===== src/design/csrsmv_pkg.sv =====
// ----------------------------------------------------------------------------
// csrsmv_pkg
// Shared types and constants of the CSR sparse matrix-vector multiplier.
// ----------------------------------------------------------------------------
package csrsmv_pkg;

  localparam int INDEX_W     = 10;
  localparam int DATA_W      = 32;
  localparam int ROW_W       = 16;
  localparam int ACC_W       = 64;
  localparam int FRAC_W      = 16;
  localparam int QUEUE_DEPTH = 2;

  // input opcodes
  typedef enum logic [1:0] {
    OP_LOAD     = 2'd0,
    OP_NONZERO  = 2'd1,
    OP_ROW_END  = 2'd2,
    OP_RESERVED = 2'd3
  } opcode_e;

  // commands handed from front to back
  typedef enum logic [1:0] {
    CMD_LOAD,
    CMD_MAC,
    CMD_ROW_END
  } cmd_kind_e;

  typedef enum logic [2:0] {
    ST_IDLE,
    ST_MUL,
    ST_ACC,
    ST_ROUND,
    ST_EMIT
  } back_state_e;

  typedef struct packed {
    cmd_kind_e           kind;
    logic [INDEX_W-1:0]  index;
    logic [DATA_W-1:0]   value;
  } cmd_t;

  typedef struct packed {
    logic [DATA_W-1:0] row_sum;
    logic [ROW_W-1:0]  row_number;
    logic              saturated;
  } result_t;

endpackage


===== src/design/csrsmv_fifo.sv =====
// ----------------------------------------------------------------------------
// csrsmv_fifo
// Small register FIFO; push when full and pop when empty are ignored.
// ----------------------------------------------------------------------------
module csrsmv_fifo #(
  parameter int WIDTH = 8,
  parameter int DEPTH = 2
) (
  input  logic             clk_i,
  input  logic             rst_ni,
  input  logic             push_i,
  input  logic [WIDTH-1:0] data_i,
  output logic             full_o,
  input  logic             pop_i,
  output logic [WIDTH-1:0] data_o,
  output logic             empty_o
);

  localparam int PW = (DEPTH > 1) ? $clog2(DEPTH) : 1;
  localparam int CW = $clog2(DEPTH + 1);

  logic [WIDTH-1:0] mem_q [DEPTH];
  logic [PW-1:0]    wr_ptr_q, wr_ptr_d;
  logic [PW-1:0]    rd_ptr_q, rd_ptr_d;
  logic [CW-1:0]    count_q, count_d;
  logic             do_push, do_pop;

  assign full_o  = (count_q == CW'(DEPTH));
  assign empty_o = (count_q == '0);
  assign do_push = push_i && !full_o;
  assign do_pop  = pop_i && !empty_o;
  assign data_o  = mem_q[rd_ptr_q];

  always_comb begin
    wr_ptr_d = wr_ptr_q;
    rd_ptr_d = rd_ptr_q;
    count_d  = count_q;
    if (do_push) begin
      wr_ptr_d = (wr_ptr_q == PW'(DEPTH - 1)) ? '0 : wr_ptr_q + PW'(1);
    end
    if (do_pop) begin
      rd_ptr_d = (rd_ptr_q == PW'(DEPTH - 1)) ? '0 : rd_ptr_q + PW'(1);
    end
    if (do_push && !do_pop) begin
      count_d = count_q + CW'(1);
    end else if (do_pop && !do_push) begin
      count_d = count_q - CW'(1);
    end
  end

  always_ff @(posedge clk_i or negedge rst_ni) begin
    if (!rst_ni) begin
      wr_ptr_q <= '0;
      rd_ptr_q <= '0;
      count_q  <= '0;
    end else begin
      wr_ptr_q <= wr_ptr_d;
      rd_ptr_q <= rd_ptr_d;
      count_q  <= count_d;
    end
  end

  always_ff @(posedge clk_i) begin
    if (do_push) begin
      mem_q[wr_ptr_q] <= data_i;
    end
  end

endmodule


===== src/design/csrsmv_front.sv =====
// ----------------------------------------------------------------------------
// csrsmv_front
// Accepts input transactions, decodes the opcode and queues commands.
// ----------------------------------------------------------------------------
module csrsmv_front (
  input  logic                           clk_i,
  input  logic                           rst_ni,
  input  logic                           push_i,
  output logic                           full_o,
  input  logic [1:0]                     opcode_i,
  input  logic [csrsmv_pkg::INDEX_W-1:0] index_i,
  input  logic [csrsmv_pkg::DATA_W-1:0]  value_i,
  output csrsmv_pkg::cmd_t               cmd_o,
  output logic                           cmd_empty_o,
  input  logic                           cmd_pop_i
);

  import csrsmv_pkg::*;

  cmd_t                cmd_in;
  logic                keep;
  logic [$bits(cmd_t)-1:0] q_out;

  always_comb begin
    cmd_in.index = index_i;
    cmd_in.value = value_i;
    cmd_in.kind  = CMD_LOAD;
    keep         = 1'b1;
    case (opcode_e'(opcode_i))
      OP_LOAD:     cmd_in.kind = CMD_LOAD;
      OP_NONZERO:  cmd_in.kind = CMD_MAC;
      OP_ROW_END:  cmd_in.kind = CMD_ROW_END;
      OP_RESERVED: keep        = 1'b0;   // accepted and dropped
      default:     keep        = 1'b0;
    endcase
  end

  csrsmv_fifo #(
    .WIDTH ($bits(cmd_t)),
    .DEPTH (QUEUE_DEPTH)
  ) u_cmd_q (
    .clk_i   (clk_i),
    .rst_ni  (rst_ni),
    .push_i  (push_i && !full_o && keep),
    .data_i  (cmd_in),
    .full_o  (full_o),
    .pop_i   (cmd_pop_i),
    .data_o  (q_out),
    .empty_o (cmd_empty_o)
  );

  assign cmd_o = cmd_t'(q_out);

endmodule


===== config.mk =====
export PLATFORM = sky130hd
export DESIGN_NAME = csrsmv_front
export DESIGN_NICKNAME = d
export VERILOG_FILES = /design/src/design/csrsmv_pkg.sv /design/src/design/csrsmv_fifo.sv /design/src/design/csrsmv_front.sv
export SDC_FILE = /design/constraint.sdc
export NUM_CORES = 1
export LEC_CHECK = 0
export ABC_AREA = 1
export BUFFER_PORTS_ARGS = -buffer_cell sky130_fd_sc_hd__buf_2
export CORE_MARGIN = 3
export CORE_UTILIZATION = 52
export CTS_CLUSTER_DIAMETER = 60
export CTS_CLUSTER_SIZE = 28
export DETAILED_ROUTE_END_ITERATION = 8
export PLACE_DENSITY = 0.81
export SLEW_MARGIN = 20
export SYNTH_ARGS = -nofsm -noshare
export SYNTH_HDL_FRONTEND = slang
export SYNTH_HIERARCHICAL = 1
export SYNTH_SLANG_ARGS = --single-unit

===== constraint.sdc =====
create_clock -name clk_i -period 4.19 [get_ports clk_i]
set_clock_uncertainty 0.2 [all_clocks]
set_input_delay 0 -clock clk_i [delete_from_list [all_inputs] [get_ports clk_i]]
set_output_delay 0 -clock clk_i [all_outputs]
set_load 0.01 [all_outputs]

=== After elaboration in Yosys (flattened, before gate mapping) ===
Memory sizes are Yosys's and may differ from the RTL's.
Index checks and enable logic that the tools add are counted.

* Bits in writable memories: 88
* Bits of input ports: 48
* Memories: 1
* Register bits: 4
* Logic and storage cells: 32
* Output and inout port bits: 46

* Reductions and logical operators: 12
* Equal/unequal tests: 4
* $add $sub $neg: 4
* Mux-type cells: 8

{| class="wikitable"
|+ Memories
! name !! depth !! bits a word !! read ports !! clocked after memory_dff !! wr ports !! line !! source
|-
| u_cmd_q.mem_q || 2 || 44 || 1 || 0 || 1 || csrsmv_fifo.sv:22 || <nowiki>logic [WIDTH-1:0] mem_q [DEPTH];</nowiki>
|}

{| class="wikitable"
|+ Operators by type and width
! operator !! number
|-
| $eq 2x2->1 const B || 3
|-
| $logic_and 1x1->1 || 6
|-
| $mux 1 || 5
|-
| $logic_not 1->1 || 4
|-
| $mux 2 || 2
|-
| $pmux 2 s2 || 1
|-
| $add 1x1->1 const B || 2
|-
| $add 2x1->2 const B || 1
|-
| $eq 2x1->1 const B || 1
|-
| $logic_not 2->1 || 1
|-
| $reduce_bool 2->1 || 1
|-
| $sub 2x1->2 const B || 1
|}

=== Logic depth before layout (Yosys ltp) ===
Gate-level depths: netlist of run 1.

* Depth in word-level cells: 9
* Mapped depth: 13
* Mapped depth without buffers: 13

=== Cells and area by module ===
The synthesis of run 1 kept the hierarchy.

{| class="wikitable"
|+ Modules (own cells, without submodules)
! module !! area an instance (sq um) !! instances !! cells each
|-
| csrsmv_fifo || 3440.8 || 1 || 261
|-
| csrsmv_front || 36.3 || 1 || 9
|}

=== Least setup slack after synthesis of run 1 ===
No wires, ideal clock.

* Kind: register -> register
* From: reg u_cmd_q.count_q[0]
* To: mem u_cmd_q/mem_q[1][0] in the netlist's numbering, enable pin
* Library setup time: 0.445 ns
* Stages on the path, launching flop included: 7
* Path buffers: 0
* Arrival: 2.691 ns
* Required time: 3.545 ns
* Setup slack: 0.854 ns
* Cells stage by stage: dfrtp_1 nor2_2 inv_1 nand2_1 nor2_2 o21ai_1 nor2_1

* Word-level cells in the longest chain between the ends: 7

{| class="wikitable"
|+ Ends and longest elaborated chain
! item !! line !! source
|-
| start, declared || csrsmv_fifo.sv:25 || <nowiki>logic [CW-1:0] count_q, count_d;</nowiki>
|-
| start signal, assigned || csrsmv_fifo.sv:59 || <nowiki>count_q <= count_d;</nowiki>
|-
| $eq 2x2->1 (*) || csrsmv_fifo.sv:28 || <nowiki>assign full_o = (count_q == CW'(DEPTH));</nowiki>
|-
| named net full_o || csrsmv_front.sv:9 || <nowiki>output logic full_o,</nowiki>
|-
| $logic_not 1->1 (*) || csrsmv_fifo.sv:30, csrsmv_front.sv:44 ||
|-
| $logic_and 1x1->1 (2 in a row) || csrsmv_front.sv:44 || <nowiki>.push_i (push_i && !full_o && keep),</nowiki>
|-
| $logic_and 1x1->1 (*) || csrsmv_fifo.sv:30 || <nowiki>assign do_push = push_i && !full_o;</nowiki>
|-
| $mux 1 (*) || csrsmv_fifo.sv:64 || <nowiki>if (do_push) begin</nowiki>
|-
| $mux 1 (implied by the code) (*) || csrsmv_fifo.sv:65 || <nowiki>mem_q[wr_ptr_q] <= data_i;</nowiki>
|-
| end, declared || csrsmv_fifo.sv:22 ||
|}

Mark *: on every way through the listed nets, which the timed path passes. The rest lies on a longest branch.

=== Worst setup path after layout of run 1 ===
* From: reg u_cmd_q.count_q[0]
* To: mem u_cmd_q/mem_q[1][39] in the netlist's numbering, enable pin

* Word-level cells in the longest chain between the ends: 7

{| class="wikitable"
|+ Ends and longest elaborated chain
! item !! line
|-
| $eq 2x2->1 (*) || csrsmv_fifo.sv:28
|-
| $logic_not 1->1 (*) || csrsmv_fifo.sv:30, csrsmv_front.sv:44
|-
| $logic_and 1x1->1 (2 in a row) || csrsmv_front.sv:44
|-
| $logic_and 1x1->1 (*) || csrsmv_fifo.sv:30
|-
| $mux 1 (*) || csrsmv_fifo.sv:64
|-
| $mux 1 (implied by the code) (*) || csrsmv_fifo.sv:65
|}

Every way passes the cells marked *; elsewhere a longest branch is shown, timed or not.

==> out/results.tsv, run 1 <==
metric	value	unit
status	finished, final reports clean	
vdd_drop_max	510.8	µV
ys_types	18	
cts_tree	yes	
endpoint	u_cmd_q/mem_q[1][39]	
syn_nets	319	
synthArstFlopShare	4.348	%
gp_congestion	0.8277	
antenna_found_initial	0	
finalCritPeriodShare	60.61	%
power.density	589.5	nW/µm²
min_path_type	in -> reg	
crit_arrival	2370	ps
relSlewSlack	36.09	%
drt_wl_total	6583	µm
cts_root_buffer	clkbuf_8	
r2r_end	u_cmd_q/mem_q[1][39]	
whs	173.5	ps
worstSetupPathType	reg -> reg	
hold_viol	0	
postCtsSetupBuffers	0	
start_util	54.14	%
grt.busiest_layer	met2	
netlist_instances	270	
cts.sinks	92	
slew_viol_final	0	
vias_per_cell	4.696	
finalCriticalPeriod	2539	ps
numCtsBuffers	9	
clock_path_buffers	2	
dieArea	7704	µm²
rsz0062_at_grt	false	
rr_startpoint	u_cmd_q/count_q[0]	
synth_top_area_cell	edfxtp_1	
design.core.area	6422	µm²
die_h	87.77	µm
diodes	0	
synth_edf_count	88	
setup_tns	0	ps
r2r.worst_path.cells	7	
synth_seq_area_share	78.88	%
grt_pass1_vias	2447	
max-cap-violations	0	
ios	94	
drt_iter0_markers	155	
leakagePower	2.041	nW
hpwl	4073	µm
die_width	87.77	µm
cp_data_required_time	4020	ps
synth_ff_type	edfxtp_1	
r2r_slack	1650	ps
syn_area	3477	µm²
synth_seq_cells	92	
first_pass_iters	4	
nNetsFinal	464	
netlist.area_leader.share	76.00	%
met1_usage	23.84	%
worstMarginPinSlew	957.3	ps
end_kind	register	
drc_errors	0	
yosys-top-cells-area	edfxtp_1 (76%), nand2_1 (15%), dfrtp_1 (2.9%), inv_1 (1.1%), buf_4 (0.86%)	
post_route_cells_drive_above_1_share	27.38	%
fp-row-count	29	
met3_usage	3.857	%
wl_per_cell	13.25	µm
yosysMostFrequentCell	nand2_1	
avgSynthCellArea	12.88	µm²
gr-usage-all-layers	19.03	%
critical_path.max_fanout	28	
setup_viol	0	
grt_start_max_net_pins	47	
portBuffers	93	
fmax	0.3938	GHz
vias	2334	
layout-area-overhead-vs-synth	34.22	%
synthTopCellsByCount	nand2_1 (143), edfxtp_1 (88), inv_1 (10)	
synth_warnings	6	
use_met2	31.99	%
ant_nets	0	
start_kind	register	
grt_overflow_total	0	
path_clk_slew	80	ps
cp-startpoint	u_cmd_q/count_q[0]	
worstSkewPairLatency	340	ps
grt_pass1_wl	11030	µm
htree_levels	3	
-- critical path, cell delays in order (launching register included) --
cell and delay [ps]:
dfrtp_1 480, nor2_2 110, inv_1 60, nand2_1 60
nor2_2 140, o21ai_1 150, nor2_4 650, buf_4 380
-- power by group --
group          internal, mW  leakage, nW  total [mW]  switching, mW
registers              1.21        0.855        1.33          0.119
logic                 0.326         1.09       0.872          0.546
clock network         0.270       0.0911       0.547          0.277
total                  1.81         2.04        2.75          0.942
-- cell families (layout without fill, tap and decap cells) --
| kind of cell | count (synthesis) | after routing | share of synthesized area (%) |
|---|---|---|---|
| buf+inv | 21 | 171 | 3.131 |
| flops | 92 | 92 | 78.88 |
| simple gates | 153 | 153 | 17.09 |
| xor+xnor | 1 | 1 | 0.2519 |
| compound gates | 2 | 2 | 0.2879 |
| fa+ha+maj | 1 | 1 | 0.3598 |
-- how the worst min path moves through the flow --
stage,start,endpoint,slack [ps],cells after the start
2_1_floorplan,rst_ni,u_cmd_q/count_q[0],-500,0
3_3_place_gp,rst_ni,u_cmd_q/count_q[1],-390,1
3_5_place_dp,rst_ni,u_cmd_q/count_q[1],-390,1
4_1_cts,value_i[18],u_cmd_q/mem_q[1][18],160,2
5_1_grt,value_i[4],u_cmd_q/mem_q[1][4],160,2
6_report,value_i[18],u_cmd_q/mem_q[0][18],170,2
-- timing repair --
action                                 CTS  global route
hold buffers                            49             0
endpoints found under the hold margin   95             0
resized for setup                        0             0
-- state kept, by name (all words and copies together) (netlist names) --
| signal | flops |
|---|---|
| u_cmd_q/count_q | 2 |
| u_cmd_q/rd_ptr_q | 1 |
| u_cmd_q/wr_ptr_q | 1 |
| u_cmd_q/mem_q | 88 |
-- metrics by stage --
stage	cell area (µm²)	power [mW]	setup slack [ps]	utilization (%)	cells
after detailed placement	3994	2.200	1615	62.19	432
after global placement	3994	2.169	1786	62.19	432
final	4667	2.751	1651	72.67	497
after global routing	4667	2.965	1495	72.67	497
after floorplan	3477	1.872	853.5	-	270
after CTS	4667	2.780	1596	72.67	497
-- metal layers --
metal,wire length (µm),vias to the layer above
met1,2740,1055
met2,3373,83
li1,-,1183
met3,340,13
met4,129,0
met5,0,-
-- layout make-up --
type	count	area (µm²)
flip-flops and latches	92	2744
fillers	439	1755
repair buffers	143	963.4
multi-input cells	157	633.1
clock buffers	10	127.6
well taps	77	96.34
clock inverters	6	55.05
inverters	12	47.55
-- placed cells by master (no fill, tap or decap), types with 3 or more instances in the layout --
| cell | netlist | final |
|---|---|---|
| dfrtp_1 | 4 | 3 |
| buf_2 | 4 | 93 |
| nand2_1 | 143 | 143 |
| inv_1 | 10 | 9 |
| nor2_1 | 4 | 3 |
| clkbuf_8 | 0 | 9 |
| dlygate4sd3_1 | 0 | 49 |
| edfxtp_1 | 88 | 88 |
Note: power is estimated with default switching activity, not from simulation.
==> run 2, diff against run 1 <==
Settings changed: ABC_AREA 1 to 0.
Clock period 4.19 ns to 2.5 ns, I/O delays scaled along.
==> run 2 against run 1 <==
  * Combinational power is 93% higher
  * First-iteration DRC count down 39%
  * Cell count shrank 21%
  * Sequential share of layout area down 2.7 points
  * Via count shrank 15%
  * Final area grew 4.9%
  * Setup slack got worse by 1200 ps
  * Routed wire length increased by 7.5%
  * Flip-flop and latch count stayed put
  * Sequential power increased by 63%
  * Synthesized area grew 3.6%
  * Utilization rose by 2.3 points
==> out/results.tsv, run 2 <==
metric	value	unit	change
status	finished, final reports clean		
wl_per_cell	17.92	µm	+35%
layout-area-overhead-vs-synth	35.87	%	
grt_pass1_wl	10910	µm	-1.1%
crit_arrival	1940	ps	-430 ps
first_pass_iters	4		unchanged
vdd_drop_max	619.4	µV	+21%
path_buf_inv	2		unchanged
netlist_instances	160		-41%
drt_iter0_markers	94		-39%
p_sw	1.437	mW	+53%
critical_path.max_fanout	10		-64%
cp_data_required_time	2340	ps	-1680 ps
cts_root_buffer	clkbuf_8		
fillCellCount	386		-12%
hpwl	4114	µm	+1.0%
synth_warnings	6		unchanged
die_h	89.25	µm	+1.7%
netSwitchingFraction	28.57	%	-5.7 points
max-cap-violations	0		unchanged
post_route_cells_drive_above_1_share	51.26	%	+24 points
setup_tns	0	ps	unchanged
synth_seq_area_share	76.11	%	-2.8 points
reg_top3	u_cmd_q/mem_q x88, u_cmd_q/count_q x2		
worstMarginPinSlew	352.0	ps	-605.3 ps
grt_pass1_vias	2181		-11%
final_cell_mix	buf_2 (93), edfxtp_1 (88), dlygate4sd3_1 (49)		
worstSetupPathType	reg -> reg		
postCtsSetupBuffers	0		unchanged
netlist.area_leader.share	73.33	%	-2.7 points
numCtsBuffers	9		unchanged
clock_path_buffers	2		unchanged
hold_viol	0		unchanged
syn_area	3603	µm²	+3.6%
fmax	0.4770	GHz	+21%
end_kind	register		
nNetsFinal	362		-22%
antenna_found_initial	0		unchanged
dieArea	7965	µm²	+3.4%
fp-row-count	29		unchanged
pwr-share-seq	43.2	%	-5.2 points
drt_wl_total	7080	µm	+7.5%
cp_cell_sequence	nand2b_1 -> inv_1 -> a211oi_2 -> nand2_1 -> nor2_4 -> buf_4		
yosys-top-cells-area	edfxtp_1 (73%), mux2_4 (16%), dfrtp_1 (2.8%), buf_12 (2.2%), mux2_2 (1.6%)		
slew_viol_final	0		unchanged
syn_nets	209		-34%
cts.sinks	92		unchanged
gp_congestion	0.7302		-12%
start_util	55.17	%	+1.0 points
ios	94		unchanged
grt_overflow_total	0		unchanged
max_stage_delay	430	ps	-220 ps
synth_top_area_cell	edfxtp_1		
largest_reg_flops	88		unchanged
finalCritPeriodShare	83.85	%	+23 points
synth_ff_type	edfxtp_1		
vias	1986		-15%
yosysMostFrequentCell	edfxtp_1		
setup_viol	0		unchanged
relSlewSlack	76.53	%	+40 points
crit_family	simple AND/OR/NAND/NOR gates		
htree_levels	3		unchanged
leakagePower	1.991	nW	-2.4%
path_clk_slew	90	ps	about the same
diodes	0		unchanged
final_common_cell	buf_2		
comb_power_share	33.4	%	+1.7 points
rsz0062_at_grt	false		
grt_start_max_net_pins	37		-21%
ant_nets	0		unchanged
die_width	89.25	µm	+1.7%
crit_slowest_cell	dfrtp_1		
p_int	3.594	mW	+99%
start_kind	register		
design.core.area	6531	µm²	+1.7%
stdcell_area	4896	µm²	+4.9%
regMostFlops	u_cmd_q/mem_q		
cts_tree	yes		
portBuffers	93		unchanged
power.density	1028	nW/µm²	+74%
synthArstFlopShare	4.348	%	unchanged
post_cts_resized	0		unchanged
ys_types	18		unchanged
synth_seq_cells	92		unchanged
worstSkewPairLatency	330	ps	about the same
finalCriticalPeriod	2096	ps	-443.1 ps
dpl_cell_area	4159	µm²	+4.1%
vias_per_cell	5.028		+7.1%
min_path_type	in -> reg		
synthTopCellsByCount	edfxtp_1 (88), mux2_4 (39), mux2_2 (5), buf_12 (4), dfrtp_1 (4)		
drc_errors	0		unchanged
synth_edf_count	88		unchanged
gr-usage-all-layers	19.06	%	+0.030 points
p_clk_share	23.5	%	+3.6 points
avgSynthCellArea	22.52	µm²	+75%
run 2: cell count changes in the layout (fill, tap and decap cells not counted), moves of 3 or more:
cell     before  now
inv_1         9    3
buf_12        0    3
mux2_4        0   39
mux2_2        0    5
nand2_1     143    1
run 2: path summary, 6_finish.rpt:
check                      cells after the start                from                   end  slack (ps)
min in group asynchronous                      3              rst_ni    u_cmd_q/count_q[1]         350
min reg2reg                                    1  u_cmd_q/count_q[1]    u_cmd_q/count_q[1]         340
max in group asynchronous                      3              rst_ni      u_cmd_q/rd_ptr_q        1570
max reg2reg                                    6  u_cmd_q/count_q[0]  u_cmd_q/mem_q[0][19]         400
max                                            6  u_cmd_q/count_q[0]  u_cmd_q/mem_q[0][19]         400
min                                            2          index_i[7]  u_cmd_q/mem_q[1][39]         180
run 2: cell type report:
type                       count  area, µm²  area share (%)
timing repair buffer         147       1031           21.06
inverter                       3      11.26          0.2300
multi-input combinational     60      767.0           15.67
clock buffer                   9      123.9           2.530
clock inverter                 7      122.6           2.504
sequential                    92       2744           56.04
tap                           77      96.34           1.968
run 2: repair_timing:
action / in CTS / in global routing
hold buffers: 49 / 0
endpoints found under the hold margin: 95 / 0
endpoints found under the setup margin: 0 / 0
run 2: kinds of logic (layout without fill, tap and decap cells):
group | count (synthesis) | in the layout | share of synthesized area, %
AND/OR/NAND/NOR | 8 | 8 | 1.181
adder cells (fa/ha/maj) | 1 | 1 | 0.3472
multiplexers | 44 | 44 | 17.81
XOR/XNOR | 5 | 5 | 1.215
flip-flops | 92 | 92 | 76.11
buffers and inverters | 8 | 166 | 2.847
AO/OA/AOI/OAI | 2 | 2 | 0.4859
run 2: worst reg2reg max path: cells and delay by family, from the launching register on:
kind	cells	cell delay, ps
DFF	1	430
AOI/OAI and AO/OA	1	170
buffers and inverters	2	350
and+or+nand+nor	3	650
run 2: layer usage:
layer | part of all wire (%) | wire length [µm] | track usage [%] | up-vias
met5 | 0 | 0 | 0 | -
met4 | 1.8 | 125 | 7.442 | 0
met3 | 5.5 | 392 | 5.346 | 17
met2 | 54 | 3789 | 33.69 | 87
met1 | 39 | 2773 | 21.91 | 959
li1 | - | - | - | 923
run 2: power groups by stage:
stage                     clock (mW)  combinational (mW)  sequential, mW
after global placement             0                1.60            2.19
after floorplan                    0                1.25            2.14
after CTS                       1.20                1.68            2.17
after detailed placement           0                1.62            2.21
final                           1.18                1.68            2.17
after global routing            1.26                1.80            2.21
run 2: stage by stage:
stage	setup WS, ps	std cells	hold WS (ps)	utilization, %	total power, mW
global placement	540.0	330	-392.7	63.68	3.787
CTS	438.4	395	158.8	74.96	5.052
finish	403.7	395	181.9	74.96	5.032
global route	242.5	395	159.6	74.96	5.270
detailed placement	453.1	330	-390.4	63.68	3.821
floorplan	289.7	160	-495.6	-	3.384
==> run 3, diff against run 2 <==
Settings changed: CORE_UTILIZATION 52 to 47, PLACE_DENSITY 0.81 to 0.77.
Clock period 2.5 ns to 1.85 ns, I/O delays scaled along.
==> run 3 against run 2 <==
  * Die area grew 9.9%
  * Clock power grew 9%
  * Highest routed layer unchanged
  * Via count grew 0.25%
  * Largest power group unchanged
  * Count of clock-buffer cells in the layout grew 1
  * First-iteration DRC count shrank 26%
  * Critical path depth is the same
  * Sequential power grew 32%
==> out/results.tsv, run 3 (synthesized netlist as in run 2, its figures left out) <==
metric	value	unit	change
status	finished, final reports clean		
cts_root_buffer	clkbuf_8		
vias	1991		+0.25%
hold_viol	0		unchanged
vias_per_cell	4.729		-5.9%
post_route_cells_drive_above_1_share	53.73	%	+2.5 points
leakagePower	1.995	nW	+0.19%
dpl_cell_area	4227	µm²	+1.6%
dieArea	8753	µm²	+9.9%
first_pass_iters	6		+2
min_path_type	in -> reg		
nNetsFinal	366		+1.1%
fmax	0.5532	GHz	+16%
finalCritPeriodShare	97.70	%	+14 points
hpwl	4000	µm	-2.8%
gr-usage-all-layers	15.82	%	-3.2 points
end_kind	register		
critical_path.max_fanout	3		-7
layout-area-overhead-vs-synth	37.50	%	
diodes	0		unchanged
reg_top3	u_cmd_q/mem_q x88, u_cmd_q/count_q x2		
fp-row-count	31		+6.9%
cp_cell_sequence	buf_4 -> o21ai_1 -> ha_4 -> xor2_2 -> nor2_2 -> xor2_1		
ant_nets	0		unchanged
final_common_cell	buf_2		
wl_per_cell	16.02	µm	-11%
max_stage_delay	440	ps	about the same
grt_overflow_total	0		unchanged
power.density	1346	nW/µm²	+31%
crit_arrival	1840	ps	-100 ps
slew_viol_final	0		unchanged
numCtsBuffers	9		unchanged
final_cell_mix	buf_2 (93), edfxtp_1 (88), dlygate4sd3_1 (49)		
die_width	93.56	µm	+4.8%
worstSkewPairLatency	350	ps	+20 ps
path_clk_slew	90	ps	about the same
worstSetupPathType	reg -> reg		
die_h	93.56	µm	+4.8%
gp_congestion	0.7234		-0.93%
drt_wl_total	6743	µm	-4.8%
start_util	49.16	%	-6.0 points
drt_iter0_markers	70		-26%
crit_slowest_cell	dfrtp_2		
grt_pass1_vias	2148		-1.5%
clock_path_buffers	2		unchanged
ios	94		unchanged
antenna_found_initial	0		unchanged
path_buf_inv	1		-1
stdcell_count	421		+6.6%
regMostFlops	u_cmd_q/mem_q		
worstMarginPinSlew	435.9	ps	+83.95 ps
cp_data_required_time	1880	ps	-460 ps
relSlewSlack	70.74	%	-5.8 points
htree_levels	3		unchanged
finalPower	6.668	mW	+33%
cts_tree	yes		
finalCriticalPeriod	1808	ps	-288.8 ps
vdd_drop_max	791.8	µV	+28%
design.core.area	7331	µm²	+12%
start_kind	register		
setup_viol	0		unchanged
largest_reg_flops	88		unchanged
portBuffers	93		unchanged
crit_family	flip-flops		
cts.sinks	92		unchanged
dp_cells	354		+7.3%
grt_pass1_wl	10320	µm	-5.4%
fillCellCount	478		+24%
drc_errors	0		unchanged
grt_start_max_net_pins	31		-16%
stdcell_area	4955	µm²	+1.2%
max-cap-violations	0		unchanged
[run 3: cell types whose count changed in the layout (fill, tap and decap cells not counted), sizes merged]
cell / before / now
buf: 98 / 102
bufinv: 3 / 1
clkinv: 1 / 3
clkbuf: 9 / 10
clkinvlp: 2 / 1
[run 3: routing by layer]
layer / vias up / routed length, µm / GRT usage [%]
met5: - / 0 / 0
met4: 0 / 55 / 5.776
met3: 6 / 475 / 4.666
met2: 85 / 3363 / 27.34
met1: 965 / 2848 / 18.72
li1: 935 / - / -
[run 3: metrics by stage]
step,util [%],setup TNS [ps],hold WS [ps],setup WS [ps]
6_report,67.59,0,171.9,42.46
5_1_grt,67.59,-9.205,161.4,-9.205
4_1_cts,66.96,0,152.7,20.84
3_5_place_dp,57.65,0,-378.2,43.19
3_3_place_gp,57.65,0,-385.6,95.92
2_1_floorplan,-,-23470,-495.6,-317.4
[run 3: cell type report]
class / instances / area, µm² / area share (%)
Sequential cell: 92 / 2745 / 55.40
Timing Repair Buffer: 151 / 1074 / 21.67
Multi-Input combinational cell: 60 / 807.0 / 16.29
Clock buffer: 10 / 127.6 / 2.576
Tap cell: 99 / 123.9 / 2.500
Clock inverter: 6 / 63.81 / 1.288
Inverter: 3 / 13.76 / 0.2778
[run 3: repair_timing]
item                                    in CTS  in global routing
resized for setup                            0                  7
hold buffers                                49                  0
hold endpoints to repair                    95                  0
endpoints found under the setup margin       0                  6
setup buffers                                0                  2
[run 3: final timing paths]
path,start,to,slack (ps),cells past startpoint
max,u_cmd_q/count_q[1],u_cmd_q/count_q[1],40,6
min,value_i[12],u_cmd_q/mem_q[0][12],170,2
max reg2reg,u_cmd_q/count_q[1],u_cmd_q/count_q[1],40,6
min reg2reg,u_cmd_q/wr_ptr_q,u_cmd_q/wr_ptr_q,360,1
max in group asynchronous,rst_ni,u_cmd_q/rd_ptr_q,880,3
min in group asynchronous,rst_ni,u_cmd_q/wr_ptr_q,360,3
[run 3: power by group]
group / switching (mW) / internal, mW / leakage [nW]
logic: 1.18 / 1.33 / 1.05
clock network: 0.664 / 0.625 / 0.0943
registers: 0.122 / 2.75 / 0.852
